<file path="src/rtl/point_in_polygon_test_unit_assert.svh">
// assertion macros used by the point in polygon test rtl
`ifndef POINT_IN_POLYGON_TEST_UNIT_ASSERT_SVH
`define POINT_IN_POLYGON_TEST_UNIT_ASSERT_SVH

// condition holds at every clock edge out of reset
`define PIPT_ASSERT_ALWAYS(label, clk, rst_n, cond, msg) \
	label: assert property (@(posedge clk) disable iff (!rst_n) (cond)) else $error(msg);

// consequent holds in the same cycle as the antecedent
`define PIPT_ASSERT_SAME(label, clk, rst_n, ante, cons, msg) \
	label: assert property (@(posedge clk) disable iff (!rst_n) (ante) |-> (cons)) else $error(msg);

// consequent holds in the cycle after the antecedent
`define PIPT_ASSERT_NEXT(label, clk, rst_n, ante, cons, msg) \
	label: assert property (@(posedge clk) disable iff (!rst_n) (ante) |=> (cons)) else $error(msg);

`endif

</file>
<file path="src/rtl/pipt_pkg.sv">
// package with sizes, types and codes of the point in polygon test unit
`timescale 1ns / 1ps

package pipt_pkg;

	// polygon capacity and coordinate width
	localparam int MAX_VERTICES = 64;
	localparam int COORD_BITS   = 16;

	// derived widths
	localparam int IDX_BITS  = $clog2(MAX_VERTICES);
	localparam int CNT_BITS  = $clog2(MAX_VERTICES + 1);
	localparam int DIFF_BITS = COORD_BITS + 1;
	localparam int PROD_BITS = 2 * DIFF_BITS;
	localparam int DOT_BITS  = PROD_BITS + 1;
	localparam int VERT_BITS = 2 * COORD_BITS;

	typedef logic signed [COORD_BITS-1:0] coord_t;
	typedef logic signed [DIFF_BITS-1:0]  diff_t;
	typedef logic signed [PROD_BITS-1:0]  prod_t;
	typedef logic signed [DOT_BITS-1:0]   dot_t;
	typedef logic [CNT_BITS-1:0]          cnt_t;
	typedef logic [IDX_BITS-1:0]          idx_t;
	typedef logic [1:0]                   loc_t;

	// request operations
	localparam logic OP_ADD   = 1'b0;
	localparam logic OP_QUERY = 1'b1;

	// location codes
	localparam loc_t LOC_OUTSIDE  = 2'd0;
	localparam loc_t LOC_BOUNDARY = 2'd1;
	localparam loc_t LOC_INSIDE   = 2'd2;

endpackage

</file>
<file path="src/rtl/pipt_if.sv">
// request and response channel interfaces of the point in polygon test unit
`timescale 1ns / 1ps

interface pipt_req_if;
	import pipt_pkg::*;

	logic   valid;
	logic   ready;
	logic   operation;
	coord_t coord_x;
	coord_t coord_y;
	logic   restart;

	modport source (output valid, output operation, output coord_x, output coord_y,
		output restart, input ready);
	modport sink (input valid, input operation, input coord_x, input coord_y,
		input restart, output ready);
endinterface

interface pipt_rsp_if;
	import pipt_pkg::*;

	logic valid;
	logic ready;
	loc_t location;
	logic overflowed;

	modport source (output valid, output location, output overflowed, input ready);
	modport sink (input valid, input location, input overflowed, output ready);
endinterface

</file>
<file path="src/rtl/pipt_ram.sv">
// generic single write port ram with registered read
`timescale 1ns / 1ps

module pipt_ram #(
	parameter int WIDTH = 32,
	parameter int DEPTH = 64
) (
	input  logic                     clk,
	input  logic                     wr_en,
	input  logic [$clog2(DEPTH)-1:0] wr_addr,
	input  logic [WIDTH-1:0]         wr_data,
	input  logic                     rd_en,
	input  logic [$clog2(DEPTH)-1:0] rd_addr,
	output logic [WIDTH-1:0]         rd_data
);

	logic [WIDTH-1:0] mem_q [DEPTH];

	// write port
	always_ff @(posedge clk) begin
		if (wr_en) begin
			mem_q[wr_addr] <= wr_data;
		end
	end

	// registered read port
	always_ff @(posedge clk) begin
		if (rd_en) begin
			rd_data <= mem_q[rd_addr];
		end
	end

endmodule

</file>
<file path="src/rtl/point_in_polygon_test_unit.sv">
// point in polygon test unit: vertex store, edge sequencer and shared multiplier
//
//   channel  dir  payload                               request completes
//   req      in   operation, coord_x, coord_y, restart  valid & ready
//   rsp      out  location, overflowed                  valid & ready
//
// an add request gives no response and leaves req.ready high for the next request.
// a query walks a first-vertex step, then per edge an address, a ram read (none on the
// closing edge), four products on the one multiplier and a compare, and then raises
// rsp.valid. a point found on an edge ends the walk early. an empty polygon answers in
// the cycle after acceptance; req.ready is low until the response is taken.
// reset clears the vertex count, overflow flag and sequencer; the vertex ram is not cleared.
`timescale 1ns / 1ps

`include "point_in_polygon_test_unit_assert.svh"

module point_in_polygon_test_unit (
	input  logic      clk,
	input  logic      arst_n,
	pipt_req_if.sink  req,
	pipt_rsp_if.source rsp
);
	import pipt_pkg::*;

	typedef enum logic [2:0] {
		ST_IDLE,
		ST_FIRST,
		ST_FETCH,
		ST_LOAD,
		ST_MUL,
		ST_EVAL,
		ST_RESP
	} state_t;

	typedef enum logic [1:0] {
		PH_CROSS_L,
		PH_CROSS_R,
		PH_DOT_X,
		PH_DOT_Y
	} phase_t;

	state_t state_q;
	phase_t phase_q;
	cnt_t   count_q;
	cnt_t   idx_q;
	logic   ovf_q;
	logic   par_q;
	logic   rsp_valid_q;
	loc_t   rsp_loc_q;
	logic   rsp_ovf_q;

	coord_t a_x_q, a_y_q, b_x_q, b_y_q, p_x_q, p_y_q, first_x_q, first_y_q;
	prod_t  prod_l_q, prod_r_q, prod_dx_q, prod_dy_q;

	logic                 req_fire;
	logic                 is_add;
	logic                 is_query;
	logic                 full;
	logic                 last_edge;
	logic                 wr_en;
	idx_t                 wr_addr;
	logic                 rd_en;
	idx_t                 rd_addr;
	logic [VERT_BITS-1:0] rd_data;
	coord_t               rd_x, rd_y;

	coord_t m1, s1, m2, s2;
	diff_t  op1, op2;
	prod_t  mul_res;

	logic cross_zero, cross_pos, on_edge, upward, spans, turn_pos, crosses;
	dot_t dot;
	coord_t low_y, high_y;

	function automatic diff_t sub_ext(coord_t a, coord_t b);
		diff_t ae, be;
		ae = {a[COORD_BITS-1], a};
		be = {b[COORD_BITS-1], b};
		return ae - be;
	endfunction

	// handshake and request decode
	assign req.ready  = (state_q == ST_IDLE);
	assign req_fire   = req.valid && req.ready;
	assign is_add     = req_fire && (req.operation == OP_ADD);
	assign is_query   = req_fire && (req.operation == OP_QUERY);
	assign full       = (count_q == CNT_BITS'(MAX_VERTICES));
	assign last_edge  = (idx_q == count_q);

	assign rsp.valid      = rsp_valid_q;
	assign rsp.location   = rsp_loc_q;
	assign rsp.overflowed = rsp_ovf_q;

	// vertex store write and read addressing
	assign wr_en   = is_add && (req.restart || !full);
	assign wr_addr = req.restart ? '0 : count_q[IDX_BITS-1:0];
	assign rd_en   = (is_query && (count_q != '0)) || ((state_q == ST_FETCH) && !last_edge);
	assign rd_addr = (state_q == ST_IDLE) ? '0 : idx_q[IDX_BITS-1:0];
	assign rd_x    = rd_data[VERT_BITS-1:COORD_BITS];
	assign rd_y    = rd_data[COORD_BITS-1:0];

	pipt_ram #(
		.WIDTH (VERT_BITS),
		.DEPTH (MAX_VERTICES)
	) u_vert_ram (
		.clk     (clk),
		.wr_en   (wr_en),
		.wr_addr (wr_addr),
		.wr_data ({req.coord_x, req.coord_y}),
		.rd_en   (rd_en),
		.rd_addr (rd_addr),
		.rd_data (rd_data)
	);

	// operand selection for the shared multiplier
	always_comb begin
		case (phase_q)
			PH_CROSS_L: begin
				m1 = b_x_q; s1 = a_x_q; m2 = p_y_q; s2 = b_y_q;
			end
			PH_CROSS_R: begin
				m1 = b_y_q; s1 = a_y_q; m2 = p_x_q; s2 = b_x_q;
			end
			PH_DOT_X: begin
				m1 = p_x_q; s1 = a_x_q; m2 = b_x_q; s2 = p_x_q;
			end
			PH_DOT_Y: begin
				m1 = p_y_q; s1 = a_y_q; m2 = b_y_q; s2 = p_y_q;
			end
			default: begin
				m1 = b_x_q; s1 = a_x_q; m2 = p_y_q; s2 = b_y_q;
			end
		endcase
	end

	assign op1     = sub_ext(m1, s1);
	assign op2     = sub_ext(m2, s2);
	assign mul_res = PROD_BITS'(op1) * PROD_BITS'(op2);

	// edge evaluation from the four products
	assign cross_zero = (prod_l_q == prod_r_q);
	assign cross_pos  = (prod_l_q > prod_r_q);
	assign dot        = DOT_BITS'(prod_dx_q) + DOT_BITS'(prod_dy_q);
	assign on_edge    = cross_zero && !dot[DOT_BITS-1];
	assign upward     = (b_y_q > a_y_q);
	assign low_y      = upward ? a_y_q : b_y_q;
	assign high_y     = upward ? b_y_q : a_y_q;
	assign spans      = (low_y <= p_y_q) && (p_y_q < high_y);
	// turning the edge upward flips the cross product sign
	assign turn_pos   = upward ? cross_pos : (!cross_pos && !cross_zero);
	assign crosses    = (a_y_q != b_y_q) && spans && turn_pos;

	// sequencer, polygon state and response register
	always_ff @(posedge clk or negedge arst_n) begin
		if (!arst_n) begin
			state_q     <= ST_IDLE;
			phase_q     <= PH_CROSS_L;
			count_q     <= '0;
			idx_q       <= '0;
			ovf_q       <= 1'b0;
			par_q       <= 1'b0;
			rsp_valid_q <= 1'b0;
			rsp_loc_q   <= LOC_OUTSIDE;
			rsp_ovf_q   <= 1'b0;
		end else begin
			case (state_q)
				ST_IDLE: begin
					if (is_add) begin
						if (req.restart) begin
							count_q <= CNT_BITS'(1);
							ovf_q   <= 1'b0;
						end else if (full) begin
							ovf_q <= 1'b1;
						end else begin
							count_q <= count_q + CNT_BITS'(1);
						end
					end else if (is_query) begin
						par_q     <= 1'b0;
						rsp_ovf_q <= ovf_q;
						if (count_q == '0) begin
							rsp_loc_q   <= LOC_OUTSIDE;
							rsp_valid_q <= 1'b1;
							state_q     <= ST_RESP;
						end else begin
							state_q <= ST_FIRST;
						end
					end
				end
				ST_FIRST: begin
					idx_q   <= CNT_BITS'(1);
					state_q <= ST_FETCH;
				end
				ST_FETCH: begin
					phase_q <= PH_CROSS_L;
					state_q <= last_edge ? ST_MUL : ST_LOAD;
				end
				ST_LOAD: begin
					state_q <= ST_MUL;
				end
				ST_MUL: begin
					case (phase_q)
						PH_CROSS_L: phase_q <= PH_CROSS_R;
						PH_CROSS_R: phase_q <= PH_DOT_X;
						PH_DOT_X:   phase_q <= PH_DOT_Y;
						default:    state_q <= ST_EVAL;
					endcase
				end
				ST_EVAL: begin
					if (on_edge) begin
						rsp_loc_q   <= LOC_BOUNDARY;
						rsp_valid_q <= 1'b1;
						state_q     <= ST_RESP;
					end else if (last_edge) begin
						rsp_loc_q   <= (par_q ^ crosses) ? LOC_INSIDE : LOC_OUTSIDE;
						rsp_valid_q <= 1'b1;
						state_q     <= ST_RESP;
					end else begin
						par_q   <= par_q ^ crosses;
						idx_q   <= idx_q + CNT_BITS'(1);
						state_q <= ST_FETCH;
					end
				end
				ST_RESP: begin
					if (rsp.ready) begin
						rsp_valid_q <= 1'b0;
						state_q     <= ST_IDLE;
					end
				end
				default: begin
					state_q <= ST_IDLE;
				end
			endcase
		end
	end

	// edge endpoints, query point and products
	always_ff @(posedge clk) begin
		if (is_query) begin
			p_x_q <= req.coord_x;
			p_y_q <= req.coord_y;
		end
		if (state_q == ST_FIRST) begin
			a_x_q     <= rd_x;
			a_y_q     <= rd_y;
			first_x_q <= rd_x;
			first_y_q <= rd_y;
		end
		if ((state_q == ST_FETCH) && last_edge) begin
			b_x_q <= first_x_q;
			b_y_q <= first_y_q;
		end
		if (state_q == ST_LOAD) begin
			b_x_q <= rd_x;
			b_y_q <= rd_y;
		end
		if ((state_q == ST_EVAL) && !last_edge) begin
			a_x_q <= b_x_q;
			a_y_q <= b_y_q;
		end
		if (state_q == ST_MUL) begin
			case (phase_q)
				PH_CROSS_L: prod_l_q  <= mul_res;
				PH_CROSS_R: prod_r_q  <= mul_res;
				PH_DOT_X:   prod_dx_q <= mul_res;
				default:    prod_dy_q <= mul_res;
			endcase
		end
	end

	// checks
	`PIPT_ASSERT_ALWAYS(a_count_bound, clk, arst_n, count_q <= CNT_BITS'(MAX_VERTICES),
		"vertex count above capacity")
	`PIPT_ASSERT_SAME(a_no_overlap, clk, arst_n, req.ready, !rsp.valid,
		"request taken while a response is pending")
	`PIPT_ASSERT_NEXT(a_empty_query, clk, arst_n, is_query && (count_q == '0),
		rsp.valid && (rsp.location == LOC_OUTSIDE), "empty polygon query not answered outside")
	`PIPT_ASSERT_NEXT(a_boundary_hit, clk, arst_n, (state_q == ST_EVAL) && on_edge,
		rsp.valid && (rsp.location == LOC_BOUNDARY), "edge hit not answered as boundary")
	`PIPT_ASSERT_NEXT(a_restart, clk, arst_n, is_add && req.restart,
		(count_q == CNT_BITS'(1)) && !ovf_q, "restart did not leave a single vertex")

endmodule

</file>
<file path="src/flat_wrapper.sv">
// flat-port wrapper written by rule: the top's interface ports become plain ports
module point_in_polygon_test_unit_flat import pipt_pkg::*;
  (clk, arst_n, req_valid, req_operation, req_coord_x, req_coord_y, req_restart, req_ready, rsp_valid, rsp_location, rsp_overflowed, rsp_ready);
  pipt_req_if req_i ();
  pipt_rsp_if rsp_i ();
  input  logic clk;
  input  logic arst_n;
  input wire logic [$bits(req_i.valid)-1:0] req_valid;
  input wire logic [$bits(req_i.operation)-1:0] req_operation;
  input wire logic [$bits(req_i.coord_x)-1:0] req_coord_x;
  input wire logic [$bits(req_i.coord_y)-1:0] req_coord_y;
  input wire logic [$bits(req_i.restart)-1:0] req_restart;
  output wire logic [$bits(req_i.ready)-1:0] req_ready;
  output wire logic [$bits(rsp_i.valid)-1:0] rsp_valid;
  output wire logic [$bits(rsp_i.location)-1:0] rsp_location;
  output wire logic [$bits(rsp_i.overflowed)-1:0] rsp_overflowed;
  input wire logic [$bits(rsp_i.ready)-1:0] rsp_ready;
  assign req_i.valid = req_valid;
  assign req_i.operation = req_operation;
  assign req_i.coord_x = req_coord_x;
  assign req_i.coord_y = req_coord_y;
  assign req_i.restart = req_restart;
  assign req_ready = req_i.ready;
  assign rsp_valid = rsp_i.valid;
  assign rsp_location = rsp_i.location;
  assign rsp_overflowed = rsp_i.overflowed;
  assign rsp_i.ready = rsp_ready;
  point_in_polygon_test_unit u_core (.clk(clk), .arst_n(arst_n), .req(req_i), .rsp(rsp_i));
endmodule
</file>
<file path="config.mk">
export PLATFORM = sky130hd
export DESIGN_NAME = point_in_polygon_test_unit_flat
export DESIGN_NICKNAME = d
export VERILOG_FILES = /design/src/rtl/pipt_pkg.sv /design/src/rtl/pipt_if.sv /design/src/rtl/pipt_ram.sv /design/src/rtl/point_in_polygon_test_unit.sv /design/src/flat_wrapper.sv
export VERILOG_INCLUDE_DIRS = /design/src /design/src/rtl
export SDC_FILE = /design/constraint.sdc
export NUM_CORES = 2
export LEC_CHECK = 0
export ABC_AREA = 1
export ABC_CLOCK_PERIOD_IN_PS = 15100
export BUFFER_PORTS_ARGS = -buffer_cell sky130_fd_sc_hd__buf_4
export CORE_MARGIN = 1
export CORE_UTILIZATION = 62
export DETAILED_ROUTE_END_ITERATION = 10
export PLACE_DENSITY = 0.78
export SLEW_MARGIN = 30
export SYNTH_ARGS = -nofsm -noshare
export SYNTH_HDL_FRONTEND = slang
export SYNTH_HIERARCHICAL = 1
export SYNTH_SLANG_ARGS = --single-unit
export TNS_END_PERCENT = 50
</file>
<file path="constraint.sdc">
create_clock -name clk -period 15.1 [get_ports clk]
set_input_delay 0.755 -clock clk [delete_from_list [all_inputs] [get_ports clk]]
set_output_delay 0.755 -clock clk [all_outputs]
set_load 0.03 [all_outputs]
</file>
# [Word level (Yosys, flattened, before mapping)]
# Memories as Yosys holds them, arrays and structs flattened. A register that Yosys moved wholly into a read port is not among the register bits.
# Cells that the tools add are included.
[classes] addsub=5 n_reduce_logical=47 n_lt_le_gt_ge=4 n_mux=56 n_mul=1 n_eq_ne=23 n_bitwise=4
[op_table] operator="case mux 16 bit (4 select lines)" count=3
[op_table] operator="2-to-1 mux 16 bit" count=10
[op_table] operator="adder 34 x 34 -> 35 bit" count=1
[op_table] operator="equality test 34 bit" count=1
[op_table] operator="> comparator 34 bit" count=1
[op_table] operator="multiplier 17 x 17 -> 34 bit" count=1
[op_table] operator="subtractor 16 x 16 -> 17 bit" count=2
[op_table] operator="case mux 16 bit (2 select lines)" count=1
[op_table] operator="2-to-1 mux 7 bit" count=4
[op_table] operator="2-to-1 mux 3 bit" count=8
[op_table] operator="case mux 3 bit (7 select lines)" count=1
[op_table] operator="> comparator 16 bit" count=1
[op_table] operator="<= comparator 16 bit" count=1
[op_table] operator="< comparator 16 bit" count=1
[op_table] operator="!= test 16 bit" count=1
[op_table] operator="!= test 2 bit, second input constant" count=8
[op_table] operator="2-to-1 mux 1 bit" count=15
[op_table] operator="adder 7 x 1 -> 7 bit, second input constant" count=2
[op_table] operator="case mux 7 bit (2 select lines)" count=1
[op_table] operator="logical AND 1 bit" count=13
[op_table] operator="2-to-1 mux 2 bit" count=6
[op_table] operator="2-to-1 mux 6 bit" count=2
[op_table] operator="AND reduction 3 bit" count=4
[op_table] operator="nonzero test 2 bit" count=6
[op_table] operator="28 further kinds" count=46
[totals] ram_bits=2048 input_bits=38 n_memories=1 output_inout_bits=5 reg_bits=289 wordCells=162
[mem_list] memory="u_core.u_vert_ram.mem_q" depth=64 width=32 rd=1 rd_clocked_by_memory_dff=1 wr=1 line_no="pipt_ram.sv:17" text="logic [WIDTH-1:0] mem_q [DEPTH];"

# [Longest topological paths before layout]
[logic_depth] ltp_word=11 depth_mapped=55 mapped_depth_nobuf=52

# [By module]
# The synthesis kept the hierarchy.
[modules_own_cells] mod="pipt_ram" seq_area_each_um2=62459.9 cells_each=6769 instances=1 area_per_inst_um2=83058.4
[modules_own_cells] mod="point_in_polygon_test_unit" seq_area_each_um2=8553.2 cells_each=2734 instances=1 area_per_inst_um2=26500.4

# [Least setup slack after synthesis]
# OpenSTA, ideal clock, no wires.
[synth_timing] kind="register to register" startpoint="register u_core.phase_q[1]" endpoint="register u_core.prod_dx_q[31], data pin" arrival_ns=8.501 path_stages_with_launch=54 t_required_ns=14.827 slack_ns=6.326 n_path_buf=3 synth_period_minus_slack_ns=8.774 path_cell_list="dfrtp_1 inv_1 ha_1 clkbuf_1 nor2_1 clkbuf_1 nand2_1 o21ai_0 ha_1 inv_1 fa_1 nand3_1 nand2_1 a21oi_1 o21ai_2 nand2_1 nand2_1 nand2_1 (+18 left out) fa_1 inv_1 fa_1 inv_1 fa_1 ha_1 nand2_1 inv_1 nand3_1 o221ai_1 a21oi_1 o21ai_0 nand2_1 o211ai_1 nand2_1 o211ai_1 a21oi_1 xor2_1"
[synth_between] elab_chain_cells=5
[synth_lines] element="start: declaration" line_no="point_in_polygon_test_unit.sv:43" text="phase_t phase_q;"
[synth_lines] element="start signal: assignment" line_no="point_in_polygon_test_unit.sv:157" text="phase_q <= PH_CROSS_L;"
[synth_lines] element="start signal: assignment" line_no="point_in_polygon_test_unit.sv:194" text="phase_q <= PH_CROSS_L;"
[synth_lines] element="start signal: assignment" line_no="point_in_polygon_test_unit.sv:202" text="PH_CROSS_L: phase_q <= PH_CROSS_R;"
[synth_lines] element="equality test 2 bit (tied with other cells)" line_no="point_in_polygon_test_unit.sv:117" text="case (phase_q)"
[synth_lines] element="OR reduction 2 bit (no source line)"
[synth_lines] element="case mux 16 bit (2 select lines)" line_no="point_in_polygon_test_unit.sv:117"
[synth_lines] element="subtractor 16 x 16 -> 17 bit" line_no="point_in_polygon_test_unit.sv:79" text="return ae - be;"
[synth_lines] element="multiplier 17 x 17 -> 34 bit (*)" line_no="point_in_polygon_test_unit.sv:138" text="assign mul_res = PROD_BITS'(op1) * PROD_BITS'(op2);"
[synth_lines] element="named net u_core.mul_res[31]" line_no="point_in_polygon_test_unit.sv:69" text="prod_t mul_res;"
[synth_lines] element="end signal: assignment" line_no="point_in_polygon_test_unit.sv:264" text="PH_DOT_X: prod_dx_q <= mul_res;"
[synth_lines] element="end: declaration" line_no="point_in_polygon_test_unit.sv:53" text="prod_t prod_l_q, prod_r_q, prod_dx_q, prod_dy_q;"
# Mark *: on every way through the listed nets, which the timed path passes. The rest lies on a longest branch.
# A chain may end at the register's enable or synchronous reset.

# [Final worst setup path]
[layout_timing] startpoint="register u_core.phase_q[0]" endpoint="register u_core.prod_dx_q[31], data pin"
# Same word-level chain as after synthesis.

==> impl_metrics.toml <==
[outcome]
status = "finished, final reports clean"

[final_layout]
final_area_mm2 = 0.119
finalNonFillerCells = 11915
fin_nets = 9981
layout_common_cells = "2681 x nand2_1, 2344 x edfxtp_1, 1934 x nand3_1"
fillerInstances = 11888
seqCellArea_mm2 = 0.0710
synthToLayoutAreaGrowth_pct = 8.94
drive_above_1_share_pct = 7.22
final_common_cell = "nand2_1"
multi_input_area_mm2 = 0.0345

[global_routing]
grt_overflow_total = 0
track_usage_pct = 33.1
grt_max_degree = 206
antenna_found_initial = 15
grt_first_pass_wirelength_um = 442000
grt_pass1_vias = 73439

[logic_synthesis]
syn_avg_cell_area_um2 = 11.5
synth_edf_count = 2344
ys_ff_latch = 2369
ys.flop_type = "edfxtp_1"
syn_inst = 9503
async_reset_ff_share_pct = 1.06
synth_seq_area_share_pct = 64.8
synthesis.nets = 10079
synthesis.area_mm2 = 0.110
ys_warn_count = 6
yosysUniqueCellTypes = 60

[sta]
fin_setup_tns_ps = 0
slew_viol_final = 0
layout_min_cycle_time_ps = 10690
hold_violations = 0
post-route-period-util_pct = 70.8
maxSlewHeadroom_pct = 14.0
final-setup-viol-count = 0
max_freq_mhz = 93.5
skew_ps = 83.5
rsz0062_at_grt = "false"
worst_slew_pin_slew_ps = 1290

[placement]
dp_hpwl_um = 168000
dpl-instance-area_mm2 = 0.112
routabilityCongestion = 0.929
place_inst = 11507
portBuffers = 42

[worst_hold_path]
min_from = "rsp_ready"
hold_path_class = "input port to register"

[cts]
htreeDepth = 4
cts_buffer_depth = 3
insertion_delay_ps = 900
clock-root-buffer = "clkbuf_16"
holdBufCountCts = 1
cts_sinks = 2369
cts_tree = "built"
clk_pin_slew_ps = 60
postCtsSetupRepairBufs = 0
cts_made_buffers = 220
ctsResizeCount = 0

[floorplan]
die_y_um = 422
initial_core_util_pct = 62.7
core_mm2 = 0.175
die_w_um = 422
num_rows = 153
io_pins = 43
die_area_mm2 = 0.178

[setup_path]
crit_start = "u_core/phase_q[0]$_DFFE_PN0P_"
endpoint_kind = "register"
worst-setup-path-type = "register to register"
cp_data_required_time_ps = 15760
path_max_fanout = 18
cp_slowest_cell = "a21oi_2"
rr_startpoint = "u_core/phase_q[0]$_DFFE_PN0P_"
worst_setup_path_start_kind = "register"
cp_slowest_stage_delay_ps = 650
crit_arrival_ps = 11350

[job]
maxCapViolations = 0

[routing]
vias = 74807
wl_um = 296000
vias_per_cell = 6.28
avgRoutedWirePerCell_um = 24.8
drtIter0Drc = 10507
drc = 0
antenna_left = 0
drt_first_pass_iters = 8
-- through the flow --
| stage | setup WS (ps) | utilization [%] | hold slack (ps) |
|---|---|---|---|
| 2_1_floorplan | 6330 | - | 440 |
| 3_3_place_gp | 4880 | 64.1 | 462 |
| 3_5_place_dp | 4470 | 64.1 | 469 |
| 4_1_cts | 4460 | 68.3 | 194 |
| 5_1_grt | 3720 | 68.3 | 232 |
| 6_report | 4410 | 68.3 | 254 |
-- flip-flops by register name, summed over array words and instances, names as in the netlist, 16 cells and up --
| register | cells |
|---|---|
| u_core/u_vert_ram/mem_q | 2048 |
| u_core/prod_dx_q | 34 |
| u_core/prod_dy_q | 34 |
| u_core/prod_l_q | 34 |
| u_core/prod_r_q | 34 |
| u_core/u_vert_ram/rd_data | 32 |
| u_core/a_x_q | 16 |
| u_core/a_y_q | 16 |
| u_core/b_x_q | 16 |
| u_core/b_y_q | 16 |
| u_core/first_x_q | 16 |
| u_core/first_y_q | 16 |
| u_core/p_x_q | 16 |
| u_core/p_y_q | 16 |
-- per-layer routing --
metal	wire length [um]	share of wire [%]	global-route usage, %
met1	109000	37	45.0
met4	13700	4.6	14.9
met3	36600	12	7.12
met2	137000	46	51.7
met5	81	0.027	0
-- cell type report --
type | instances | share of cell area (%)
tap | 2325 | 2.44
clock buffer | 260 | 4.76
clock inverter | 138 | 1.27
inverter | 565 | 1.81
antenna | 9 | 0.0189
multi-input combinational | 6055 | 28.9
timing repair buffer | 194 | 1.32
sequential | 2369 | 59.5
-- synth_stat cells, types with 5 or more instances --
library cell  count  area share, %
ha_1            239            2.7
o21a_1            5          0.034
xnor2_1          19           0.15
o22ai_1          25           0.14
o21bai_1          7          0.048
nand3_1        1935            8.8
nor2_2           13          0.074
buf_1            43           0.15
nor4_1           15          0.086
clkinv_1          5          0.017
fa_1            299            5.5
inv_2            10          0.034
o21ai_2           5          0.040
a221oi_1         12          0.096
o211ai_1         10          0.069
buf_6             7          0.072
buf_4            45           0.31
nor2_1          283           0.97
nand4_1          33           0.19
clkbuf_1        131           0.45
buf_2           286            1.3
nand2_2           8          0.046
a21oi_1         148           0.68
inv_1           549            1.9
xor2_1           40           0.32
or2_2             9          0.051
edfxtp_1       2344             64
dfrtp_1          25           0.57
nor3_1           25           0.11
o21ai_0         126           0.58
nand2_1        2682            9.2
mux2_2           44           0.45
a211oi_1         24           0.16
-- worst max-delay path: cells and delay by family (launching register included) --
family	cells	cell delay, ps
adders and majority gates	10	4240
DFF	1	420
AOI/OAI and AO/OA	18	3610
and+or+nand+nor	6	630
buffers and inverters	8	1290
xor gates and xnor gates	1	290
-- worst paths after layout --
path,end,slack [ps],cells after the start
setup / recovery,u_core/prod_dx_q[31]$_DFFE_PP_,4410,43
hold / removal,u_core/state_q[1]$_DFFE_PN0P_,250,3
setup reg to reg,u_core/prod_dx_q[31]$_DFFE_PP_,4410,43
hold reg to reg,u_core/first_y_q[9]$_DFFE_PP_,480,0
max in group asynchronous,u_core/state_q[2]$_DFFE_PN0P_,14390,2
min in group asynchronous,u_core/count_q[2]$_DFFE_PN0P_,400,2
-- kinds of logic after synthesis --
kind of cell    Yosys count  share of synthesized area (%)
simple gates           5015                           19.6
flops                  2369                           64.8
buf+inv                1079                           4.25
fa+ha+maj               538                           8.19
compound gates          397                           2.14
xor+xnor                 61                          0.512
mux                      44                          0.452
Power is not shown: default switching activity piles up to over one toggle a cycle in this logic, so the estimate is an artifact.
